`src/hw/rtl/shrl_pkg.sv`:
```
// shrl_pkg: shared constants, types and codes for the seed hit range lookup
// no dependencies; used by every rtl module of the block
`default_nettype none

package shrl_pkg;

	// overflow store geometry
	localparam int STORE_AW    = 16;
	localparam int STORE_DEPTH = 1 << STORE_AW;

	// entry word that marks an unused index slot
	localparam logic [31:0] UNUSED_MARK = 32'hffff_fffe;

	// binary search narrows the list down to at most this span plus one entries, then scans linearly
	localparam int NARROW_SPAN = 32;

	// front to back command queue
	localparam int QUEUE_AW    = 2;
	localparam int QUEUE_DEPTH = 1 << QUEUE_AW;

	// request type codes
	localparam logic REQ_WRITE  = 1'b0;
	localparam logic REQ_LOOKUP = 1'b1;

	typedef logic [STORE_AW-1:0] saddr_t;

	// command classes produced by the front end
	typedef enum logic [2:0] {
		OP_WRITE,
		OP_SINGLE,
		OP_UNUSED,
		OP_BAD,
		OP_LIST
	} op_t;

	// entry kind codes on the result channel
	typedef enum logic [1:0] {
		KIND_UNUSED = 2'd0,
		KIND_SINGLE = 2'd1,
		KIND_LIST   = 2'd2,
		KIND_BAD    = 2'd3
	} kind_t;

	// one queued command
	typedef struct packed {
		op_t         op;
		saddr_t      addr;
		logic [31:0] data;
		logic [31:0] min_loc;
		logic [31:0] max_loc;
		logic        in_window;
	} cmd_t;

	// queue status seen by both sides
	typedef struct packed {
		logic empty;
		logic full;
	} qstat_t;

	// back end sequencer states
	typedef enum logic [2:0] {
		B_IDLE,
		B_COUNT,
		B_BIN,
		B_CMP,
		B_SCAN1,
		B_SCAN2,
		B_DONE
	} bstate_t;

endpackage

`default_nettype wire

```
`src/hw/rtl/shrl_queue.sv`:
```
// shrl_queue: short command fifo between front and back end
// depends on shrl_pkg for cmd_t, qstat_t and the queue depth
`default_nettype none

module shrl_queue
	import shrl_pkg::*;
(
	input  wire logic clk,
	input  wire logic arst_n,
	input  wire logic push,
	input  wire cmd_t push_cmd,
	input  wire logic pop,
	output cmd_t      pop_cmd,
	output qstat_t    stat
);

	cmd_t                entry_q [QUEUE_DEPTH];
	logic [QUEUE_AW-1:0] wr_ptr_q;
	logic [QUEUE_AW-1:0] rd_ptr_q;
	logic [QUEUE_AW:0]   count_q;

	assign stat.empty = (count_q == '0);
	assign stat.full  = (count_q == (QUEUE_AW+1)'(QUEUE_DEPTH));
	assign pop_cmd    = entry_q[rd_ptr_q];

	// pointers and fill level
	always_ff @(posedge clk or negedge arst_n) begin
		if (!arst_n) begin
			wr_ptr_q <= '0;
			rd_ptr_q <= '0;
			count_q  <= '0;
		end else begin
			if (push) begin
				wr_ptr_q <= wr_ptr_q + 1'b1;
			end
			if (pop) begin
				rd_ptr_q <= rd_ptr_q + 1'b1;
			end
			if (push && !pop) begin
				count_q <= count_q + 1'b1;
			end else if (pop && !push) begin
				count_q <= count_q - 1'b1;
			end
		end
	end

	// entry storage
	always_ff @(posedge clk) begin
		if (push) begin
			entry_q[wr_ptr_q] <= push_cmd;
		end
	end

endmodule

`default_nettype wire

```
`config.mk`:
```
export PLATFORM = sky130hd
export DESIGN_NAME = shrl_queue
export DESIGN_NICKNAME = d
export VERILOG_FILES = /design/src/hw/rtl/shrl_pkg.sv /design/src/hw/rtl/shrl_queue.sv
export SDC_FILE = /design/constraint.sdc
export NUM_CORES = 1
export LEC_CHECK = 0
export BUFFER_PORTS_ARGS = -buffer_cell sky130_fd_sc_hd__buf_4
export CORE_ASPECT_RATIO = 0.8
export CORE_UTILIZATION = 50
export CTS_BUF_LIST = sky130_fd_sc_hd__clkbuf_8
export DETAILED_ROUTE_END_ITERATION = 12
export GPL_ROUTABILITY_DRIVEN = 0
export HOLD_SLACK_MARGIN = 0.05
export PLACE_DENSITY = 0.71
export SETUP_SLACK_MARGIN = 0.4
export SYNTH_ARGS = -nofsm -noshare
export SYNTH_HDL_FRONTEND = slang
export SYNTH_SLANG_ARGS = --single-unit
```
`constraint.sdc`:
```
create_clock -name clk -period 5.5 [get_ports clk]
set_clock_uncertainty 0.2 [all_clocks]
set_input_delay 1.375 -clock clk [delete_from_list [all_inputs] [get_ports clk]]
set_output_delay 1.375 -clock clk [all_outputs]
set_load 0.05 [all_outputs]
```
==> impl_results.md <==
- Yosys top cell area share: 81.55%
- Nets: 1067
- Critical Path Most Common Cell: buf_4
- Metal3 WL: ~2800 um
- CTS tree: done
- Core area: 33630 um2
- Critical-path maximum fanout: 35
- Fin area: 20720 um2
- Final core utilization: 61.62%
- FP Rows: 60
- Setup CP Type: reg -> out
- Placed cell area: 19460 um2
- Commonest non-fill, non-tap cell in the layout: edfxtp_1
- PwrDens: between 600 and 700 nW/um2
- Initial antenna violation count: 0
- First-pass GRT wire length: roughly 47000 um
- Critical path's slowest cell: dfrtp_4
- Share of cells above drive strength 1: 46.18%
- Starting Density: about half
- Top post-synthesis cells by area: edfxtp_1 82%, mux4_2 15%, dfrtp_1 1.0%
- Worst-margin pin slew: between 1000 and 1500 ps
- Sink Count: 471
- Most frequent cells in the layout: 464 x edfxtp_1, 248 x buf_4, 116 x mux4_2
- H-Tree Depth: 3
- Minimum clock period: approximately 4300 ps
- CP Cell Sequence: buf_4, mux4_2, buf_4
- Ys flop type: edfxtp_1
- EDFF count, synth: 464
- Instance count on the critical path: 3
- Fmax: approximately 0.23 GHz
- Total GRT Usage: a little under a fifth
- Largest net degree at the start of global routing: 67
- Die height: 167.3 um
- Unique masters post-synth: 19
- CP delay by family, top: flip-flops
- CP Capture Type: primary output
- Crit start category: flop
- Setup Viol. Count Final: 0
- NetSw: 4842 uW
- Average size of a mapped cell: 26.70 um2
- Antenna-violating nets left: 0
- Number of setup buffers added after CTS: 0
- Setup_tns: 0 ps
- HP Class: reg -> reg
- Clk network pwr share: between 20% and 30%
- Synth Warn #: 0
- Clock tree buffer depth: 3
- Grt total ovfl: 0
- RSZ-0062 raised after global routing: false
- Reg2Reg Launch Point: wr_ptr_q[0]$_DFFE_PN0P_
- Post-synthesis cell area: around 17000 um2
- Seq/Total Area, Yosys: between 80% and 90%
- First-pass iteration count of the detailed router: 4
- Width of the die: 208.7 um
- Mapped Cells: 640
- Post-Syn Nets: between 700 and 800
- P_int: a little under 8000 uW
- Critical Path Max Stage Delay: between 900 and 1000 ps
- Via count: roughly 7600
- Placed wire-length estimate: roughly 18000 um
- Max_slew headroom: 29.46%
- Root Buffer: clkbuf_8
- CP arrival: between 2000 and 3000 ps
- Period Utilization, post-route: a little under 80%
- Crit path buf inv count: 2
- WL/cell: ~22 um
- Residual DRC: 0
- Port Buffers: between 200 and 250
- Metal-1 WL: 13030 um
- Outcome: completed
- Detailed router's first-iteration violation count: between 400 and 500
- IR drop worst, VDD: ~0.53 mV
- Sw frac: around 38%
- Cts bufs inserted: 72
- CTS Hold Bufs: 0
- Slew Limit Fails: 0
- Hold-critical path depth: 1
- Hold violation count in the final report: 0
- Routed vias/inst: 5.338
- Crit Reg-Reg Endpoint: entry_q[0][19]$_DFFE_PP_
- WP data required: 3920 ps
- Crit path from: rd_ptr_q[0]$_DFFE_PN0P_
- Clock-pin slew on the worst setup and hold paths: about 60 ps
- R2R depth: 4
- Combinational Power Share: roughly 40%
- Highest metal used: met4
- FFs w/ async S/R, synth: under 10%
- Yosys top cell by area: edfxtp_1
- Worst-skew pair later-pin latency: 580 ps
- Antenna cells: 0
- Share of total power in sequential cells: about two fifths
- P&R area growth vs syn: 21.30%
- Die area: 34920 um2
- CTS resizes: 0
- Critical Path Sink: pop_cmd[88]
- # IOs: approximately 240
- Vias in the first global route: 8277
- P_leak: 0.007203 uW
- WL final: between 30000 and 40000 um
- Yosys reg bits: 471
- Max cap viols: 0
- Reg2reg setup slack: 3030 ps
- WL met2: around 15000 um
## Yosys cell counts (2+ instances only)
| cell type | number |
|---|---|
| clkbuf_1 | 7 |
| xnor2_1 | 2 |
| inv_1 | 4 |
| edfxtp_1 | 464 |
| dfrtp_1 | 7 |
| buf_6 | 4 |
| and2_1 | 4 |
| mux4_2 | 116 |
| nand2_1 | 2 |
| xor2_1 | 4 |
| buf_2 | 14 |
| ha_1 | 5 |
## cells by family after synthesis
logic type	after synthesis	share of synthesized area, %
adder cells (fa/ha/maj)	6	0.4833
multiplexers	117	15.36
XOR/XNOR	6	0.3076
flip-flops	471	82.58
buffers and inverters	30	0.9594
AND/OR/NAND/NOR	9	0.2856
AO/OA/AOI/OAI	1	0.02927
## layer usage
layer	track usage, %	vias up
met4	5.723	0
met3	6.789	48
met1	24.43	3957
met5	0	-
met2	27.89	246
li1	-	3383
## sequential cells by signal, summed over array words and instances, names as in the netlist
signal    count
count_q       3
wr_ptr_q      2
rd_ptr_q      2
entry_q     464
## through the flow
step                std cells  worst slack, ps  total power (uW)  hold slack [ps]
finish                   1430             1199             12580            294.7
global route             1430            972.7             13100            329.3
CTS                      1430             1056             12760            292.2
detailed placement       1301             1718             10210            281.0
global placement         1301             1727             10170            269.1
floorplan                 640            771.4              8755            256.3
## worst min path at each step
stage | to | startpoint | slack, ps
2_1_floorplan | count_q[2]$_DFFE_PN0P_ | count_q[2]$_DFFE_PN0P_ | 260
3_3_place_gp | count_q[2]$_DFFE_PN0P_ | count_q[2]$_DFFE_PN0P_ | 270
3_5_place_dp | count_q[2]$_DFFE_PN0P_ | count_q[2]$_DFFE_PN0P_ | 280
4_1_cts | count_q[2]$_DFFE_PN0P_ | count_q[2]$_DFFE_PN0P_ | 290
5_1_grt | count_q[2]$_DFFE_PN0P_ | count_q[2]$_DFFE_PN0P_ | 330
6_report | count_q[2]$_DFFE_PN0P_ | count_q[2]$_DFFE_PN0P_ | 290
## power groups by stage
stage	sequential, uW	clock (uW)	combinational, uW
2_1_floorplan	4930	0	3820
3_3_place_gp	5060	0	5110
3_5_place_dp	5090	0	5120
4_1_cts	5010	2610	5130
5_1_grt	5070	2750	5280
6_report	4990	2530	5060
## cell type report
type,count,area (um2)
multi-input combinational,139,2823
clock inverter,53,220.2
timing repair buffer,253,1962
clock buffer,76,1046
sequential,471,14120
tap,434,543.0
fill,2333,12910
inverter,4,15.01
Power figures use the tool's default switching activity.
