### src/hw/rtl/shrl_pkg.sv
// shrl_pkg: shared constants, types and codes for the seed hit range lookup
// no dependencies; used by every rtl module of the block
`default_nettype none

package shrl_pkg;

	// overflow store geometry
	localparam int STORE_AW    = 16;
	localparam int STORE_DEPTH = 1 << STORE_AW;

	// entry word that marks an unused index slot
	localparam logic [31:0] UNUSED_MARK = 32'hffff_fffe;

	// binary search narrows the list down to at most this span plus one entries, then scans linearly
	localparam int NARROW_SPAN = 32;

	// front to back command queue
	localparam int QUEUE_AW    = 2;
	localparam int QUEUE_DEPTH = 1 << QUEUE_AW;

	// request type codes
	localparam logic REQ_WRITE  = 1'b0;
	localparam logic REQ_LOOKUP = 1'b1;

	typedef logic [STORE_AW-1:0] saddr_t;

	// command classes produced by the front end
	typedef enum logic [2:0] {
		OP_WRITE,
		OP_SINGLE,
		OP_UNUSED,
		OP_BAD,
		OP_LIST
	} op_t;

	// entry kind codes on the result channel
	typedef enum logic [1:0] {
		KIND_UNUSED = 2'd0,
		KIND_SINGLE = 2'd1,
		KIND_LIST   = 2'd2,
		KIND_BAD    = 2'd3
	} kind_t;

	// one queued command
	typedef struct packed {
		op_t         op;
		saddr_t      addr;
		logic [31:0] data;
		logic [31:0] min_loc;
		logic [31:0] max_loc;
		logic        in_window;
	} cmd_t;

	// queue status seen by both sides
	typedef struct packed {
		logic empty;
		logic full;
	} qstat_t;

	// back end sequencer states
	typedef enum logic [2:0] {
		B_IDLE,
		B_COUNT,
		B_BIN,
		B_CMP,
		B_SCAN1,
		B_SCAN2,
		B_DONE
	} bstate_t;

endpackage

`default_nettype wire

### src/hw/rtl/shrl_if.sv
// shrl_if: valid/ready channel interfaces for lookup requests and results
// depends on nothing; field widths follow the block's item definition
`default_nettype none

interface shrl_req_if;
	logic        valid;
	logic        ready;
	logic        req_type;
	logic [15:0] store_address;
	logic [31:0] store_word;
	logic [31:0] entry_value;
	logic [31:0] min_location;
	logic [31:0] max_location;

	modport source (
		output valid, req_type, store_address, store_word,
		output entry_value, min_location, max_location,
		input  ready
	);
	modport sink (
		input  valid, req_type, store_address, store_word,
		input  entry_value, min_location, max_location,
		output ready
	);
endinterface


`default_nettype wire

### src/hw/rtl/shrl_front.sv
// shrl_front: accepts request items, holds count_of_bases, classifies entries
// depends on shrl_pkg and shrl_req_if; pushes commands into shrl_queue
`default_nettype none

module shrl_front
	import shrl_pkg::*;
(
	input  wire logic        clk,
	input  wire logic        arst_n,
	input  wire logic        cfg_wr_en,
	input  wire logic [31:0] cfg_wr_data,
	shrl_req_if.sink         req,
	input  wire qstat_t      q_stat,
	output logic             q_push,
	output cmd_t             q_cmd
);

	logic [31:0] count_of_bases_q;
	logic [31:0] offset;
	logic        offset_ok;

	// configuration register
	always_ff @(posedge clk or negedge arst_n) begin
		if (!arst_n) begin
			count_of_bases_q <= '0;
		end else if (cfg_wr_en) begin
			count_of_bases_q <= cfg_wr_data;
		end
	end

	// handshake: take an item whenever the queue has room
	assign req.ready = !q_stat.full;
	assign q_push    = req.valid && !q_stat.full;

	// store offset of a list entry
	assign offset    = req.entry_value - count_of_bases_q;
	assign offset_ok = offset < 32'(STORE_DEPTH);

	// classify the item
	always_comb begin
		q_cmd.op        = OP_WRITE;
		q_cmd.addr      = STORE_AW'(req.store_address);
		q_cmd.data      = req.store_word;
		q_cmd.min_loc   = req.min_location;
		q_cmd.max_loc   = req.max_location;
		q_cmd.in_window = 1'b0;
		if (req.req_type == REQ_LOOKUP) begin
			q_cmd.data = req.entry_value;
			priority if (req.entry_value < count_of_bases_q) begin
				q_cmd.op        = OP_SINGLE;
				q_cmd.in_window = (req.entry_value >= req.min_location) &&
					(req.entry_value <= req.max_location);
			end else if (req.entry_value == UNUSED_MARK) begin
				q_cmd.op = OP_UNUSED;
			end else if (!offset_ok) begin
				q_cmd.op = OP_BAD;
			end else begin
				q_cmd.op   = OP_LIST;
				q_cmd.addr = offset[STORE_AW-1:0];
			end
		end
	end

endmodule

`default_nettype wire

### src/flat_wrapper.sv
// flat-port wrapper written by rule: the top's interface ports become plain ports
module shrl_front_flat import shrl_pkg::*;
  (clk, arst_n, cfg_wr_en, cfg_wr_data, q_stat, q_push, q_cmd, req_valid, req_req_type, req_store_address, req_store_word, req_entry_value, req_min_location, req_max_location, req_ready);
  shrl_req_if req_i ();
  input  wire logic clk;
  input  wire logic arst_n;
  input  wire logic cfg_wr_en;
  input  wire logic [31:0] cfg_wr_data;
  input  wire qstat_t q_stat;
  output logic q_push;
  output cmd_t q_cmd;
  input wire logic [$bits(req_i.valid)-1:0] req_valid;
  input wire logic [$bits(req_i.req_type)-1:0] req_req_type;
  input wire logic [$bits(req_i.store_address)-1:0] req_store_address;
  input wire logic [$bits(req_i.store_word)-1:0] req_store_word;
  input wire logic [$bits(req_i.entry_value)-1:0] req_entry_value;
  input wire logic [$bits(req_i.min_location)-1:0] req_min_location;
  input wire logic [$bits(req_i.max_location)-1:0] req_max_location;
  output wire logic [$bits(req_i.ready)-1:0] req_ready;
  assign req_i.valid = req_valid;
  assign req_i.req_type = req_req_type;
  assign req_i.store_address = req_store_address;
  assign req_i.store_word = req_store_word;
  assign req_i.entry_value = req_entry_value;
  assign req_i.min_location = req_min_location;
  assign req_i.max_location = req_max_location;
  assign req_ready = req_i.ready;
  shrl_front u_core (.clk(clk), .arst_n(arst_n), .cfg_wr_en(cfg_wr_en), .cfg_wr_data(cfg_wr_data), .req(req_i), .q_stat(q_stat), .q_push(q_push), .q_cmd(q_cmd));
endmodule
### config.mk
export PLATFORM = sky130hd
export DESIGN_NAME = shrl_front_flat
export DESIGN_NICKNAME = d
export VERILOG_FILES = /design/src/hw/rtl/shrl_pkg.sv /design/src/hw/rtl/shrl_if.sv /design/src/hw/rtl/shrl_front.sv /design/src/flat_wrapper.sv
export SDC_FILE = /design/constraint.sdc
export NUM_CORES = 1
export LEC_CHECK = 0
export BUFFER_PORTS_ARGS = -buffer_cell sky130_fd_sc_hd__buf_2
export CORE_MARGIN = 5
export CORE_UTILIZATION = 32
export CTS_CLUSTER_DIAMETER = 200
export DETAILED_ROUTE_END_ITERATION = 12
export PLACE_DENSITY = 0.63
export SLEW_MARGIN = 20
export SYNTH_ARGS = -nofsm -noshare
export SYNTH_HDL_FRONTEND = slang
export SYNTH_SLANG_ARGS = --single-unit
### constraint.sdc
create_clock -name clk -period 10.9 [get_ports clk]
set_clock_uncertainty 0.05 [all_clocks]
set_input_delay 0.545 -clock clk [delete_from_list [all_inputs] [get_ports clk]]
set_output_delay 0.545 -clock clk [all_outputs]
set_load 0.005 [all_outputs]
==> out/results.ini <==
[critical_path]
reg2reg_depth=1
reg2reg_slack_ps=10060
cp_slowest_cell=or4b_4
crit_type=in -> out
r2r-end=u_core.count_of_bases_q[0]$_DFFE_PN0P_
cp.required_ps=10310
path_max_fanout=16
reg2reg_from=u_core.count_of_bases_q[0]$_DFFE_PN0P_
worstPathArrival_ps=4800
end_kind=output port
slowest_delay_ps=550
cp_cell_sequence=buf_2, inv_1, ha_1, inv_1, fa_1, a21o_2, a221oi_4, o21ai_4, a31oi_4, o31ai_4, mux2i_1, or4b_4, nor4_2, and4b_1, buf_4, mux2_2, buf_2
cp-start-kind=primary input

[clocking]
h-tree-depth=2
cts-root-buf=clkbuf_16
clk_pin_slew_worst_paths_ps=60
clock_path_buffers=2
clock_latency_ps=290
post_cts_buffers=0
numCtsBuffers=5
ctsResizeCount=0
cts.sinks=32
cts_tree=done
cts_hold_buf=0

[route]
antenna_left=0
firstDrtPassIters=5
wl_mm=22.6
routed_via_density=5.03
drc=0
drtIter0Drc=312
vias=6327
wl_per_cell_um=18.0

[status]
status=finished, final reports clean

[final_layout]
antenna_cells=0
largest_reg_flops=32
areaGrowthSynthToFinish_pct=21.8
fillCellCount=2010
post_route_cells_drive_above_1_share=0.376
reg.largest.list=u_core.count_of_bases_q x32
fin_nets=1278
top_register=u_core.count_of_bases_q

[hold_path]
holdCritPathClass=in -> async

[yosys]
synth_seq_area_share=0.130
avgSynthCellArea_sq_um=7.86
synth_seq_cells=32
synth.distinct_cells=76
syn_nets=1066
netlist_area_sq_um=6180
synthArstFlopShare=1.00
synth-edff-count=0
synth_warnings=0
yosys_most_used_dff=dfrtp_1
synthCells=786

[floorplan]
die_height_um=149
rows=50
die_w_um=149
initial_utilization=0.328
core_sq_um=18800
die-area_sq_um=22200
io_pins=301

[sta]
max_freq_mhz=185
slew_headroom=0.391
rsz0062_at_grt=no
fin_crit_sh=0.495
finalHoldViolations=0
fin_tns_setup_ps=0
worst_slew_pin_slew_ps=914
setup-violations-final=0
fin_crit_ps=5400
hold_ws_ps=280
slew_violations=0

[grt]
grtUsageTotal=0.196
grt_pass1_vias=6145
grt_pass1_wl_mm=34.5
antenna_found_initial=1
grt_max_degree=64
overflow=0

[placement]
hpwl_mm=19.2
gp_congestion=0.861
port_buffers=299

[pwr]
peakVddDrop_mv=0.0571
p_leak_nw=4.11
p_per_area_nw_per_um2=89.1

[flow_run]
drv_cap=0

## placed cells by master (no fill, tap or decap), types with 3 or more instances in the layout
cell type / count
a21oi_1: 45
nor4_1: 7
mux2_2: 40
a31oi_1: 5
nand2_1: 59
or4_1: 3
nor2_1: 26
nor2b_1: 7
nor3_1: 12
a211oi_1: 3
nand4_1: 28
mux2i_1: 4
xor2_1: 6
buf_2: 299
clkbuf_16: 5
mux2_4: 9
dfrtp_1: 32
nand2b_1: 8
o21a_1: 9
o31ai_1: 6
inv_1: 104
o21ai_0: 52
ha_1: 96
nand3_1: 17
a21o_1: 38
xnor2_1: 16
## power breakdown
part | switching [W] | leakage, nW | internal (W)
logic | 0.000213 | 3.64 | 0.000161
registers | 0.00000288 | 0.388 | 0.000129
clock network | 0.0000567 | 0.0808 | 0.000108
## area by class of cell
type,count,area (sq um),area share
clock inverters,2,35.0,0.00465
clock buffers,6,129,0.0171
flip-flops and latches,32,801,0.106
repair buffers,301,1510,0.201
inverters,104,390,0.0519
well taps,260,325,0.0432
multi-input cells,554,4340,0.576
## per-stage QoR
step           power [W]  setup WS (ps)  cells  instance area (sq um)   util
6_report        0.000670           5500   1259                   7530  0.400
3_5_place_dp    0.000506           5460   1251                   7360  0.391
5_1_grt         0.000721           5250   1259                   7530  0.400
2_1_floorplan   0.000385           6340    786                   6180      -
3_3_place_gp    0.000502           5490   1251                   7360  0.391
4_1_cts         0.000673           5450   1259                   7530  0.400
## kinds of logic (layout without fill, tap and decap cells)
| group | Yosys count | after routing | share of synthesized area |
|---|---|---|---|
| buffers and inverters | 200 | 413 | 0.169 |
| AO/OA/AOI/OAI | 197 | 197 | 0.215 |
| AND/OR/NAND/NOR | 185 | 185 | 0.157 |
| adder cells (fa/ha/maj) | 97 | 97 | 0.198 |
| multiplexers | 53 | 53 | 0.101 |
| flip-flops | 32 | 32 | 0.130 |
| XOR/XNOR | 22 | 22 | 0.0312 |
## worst max-delay path, delay by kind of cell
kind / cells / cell delay (ps)
compound gates: 5 / 1260
fa+ha+maj: 2 / 610
buf+inv: 5 / 770
mux: 2 / 530
simple gates: 3 / 1070
## synth_stat cells (3+ instances only)
cell	instances	area share
inv_1	104	0.063
ha_1	96	0.19
buf_4	65	0.079
nand2_1	59	0.036
o21ai_0	52	0.042
a21oi_1	45	0.036
mux2_2	40	0.073
a21o_1	38	0.046
dfrtp_1	32	0.13
nand4_1	28	0.028
nor2_1	26	0.016
clkbuf_1	20	0.012
nand3_1	17	0.014
xnor2_1	16	0.023
nor3_1	12	0.0097
mux2_4	9	0.022
o21a_1	9	0.011
nand2b_1	8	0.0081
nor2b_1	7	0.0071
nor4_1	7	0.0071
buf_2	6	0.0049
o31ai_1	6	0.0073
xor2_1	6	0.0085
a31oi_1	5	0.0051
mux2i_1	4	0.0065
a211oi_1	3	0.0036
buf_6	3	0.0055
or4_1	3	0.0036
## metal layers
metal  GRT usage  vias up  routed length, um
li1            -     3143                  -
met1       0.274     2923              10800
met2       0.326      246              10200
met3      0.0371       13               1530
met4      0.0211        2                129
met5           0        -                 13
## how the worst max path moves through the flow
stage	slack, ps	from	cells past startpoint	to
after CTS	5450	req_entry_value[0]	17	q_cmd[102]
after global routing	5250	req_entry_value[0]	17	q_cmd[102]
final	5500	req_entry_value[0]	17	q_cmd[102]
after detailed placement	5460	req_entry_value[0]	17	q_cmd[102]
after floorplan	6340	req_entry_value[0]	16	q_cmd[104]
after global placement	5490	req_entry_value[0]	17	q_cmd[102]
(Power assumes the default switching activity.)
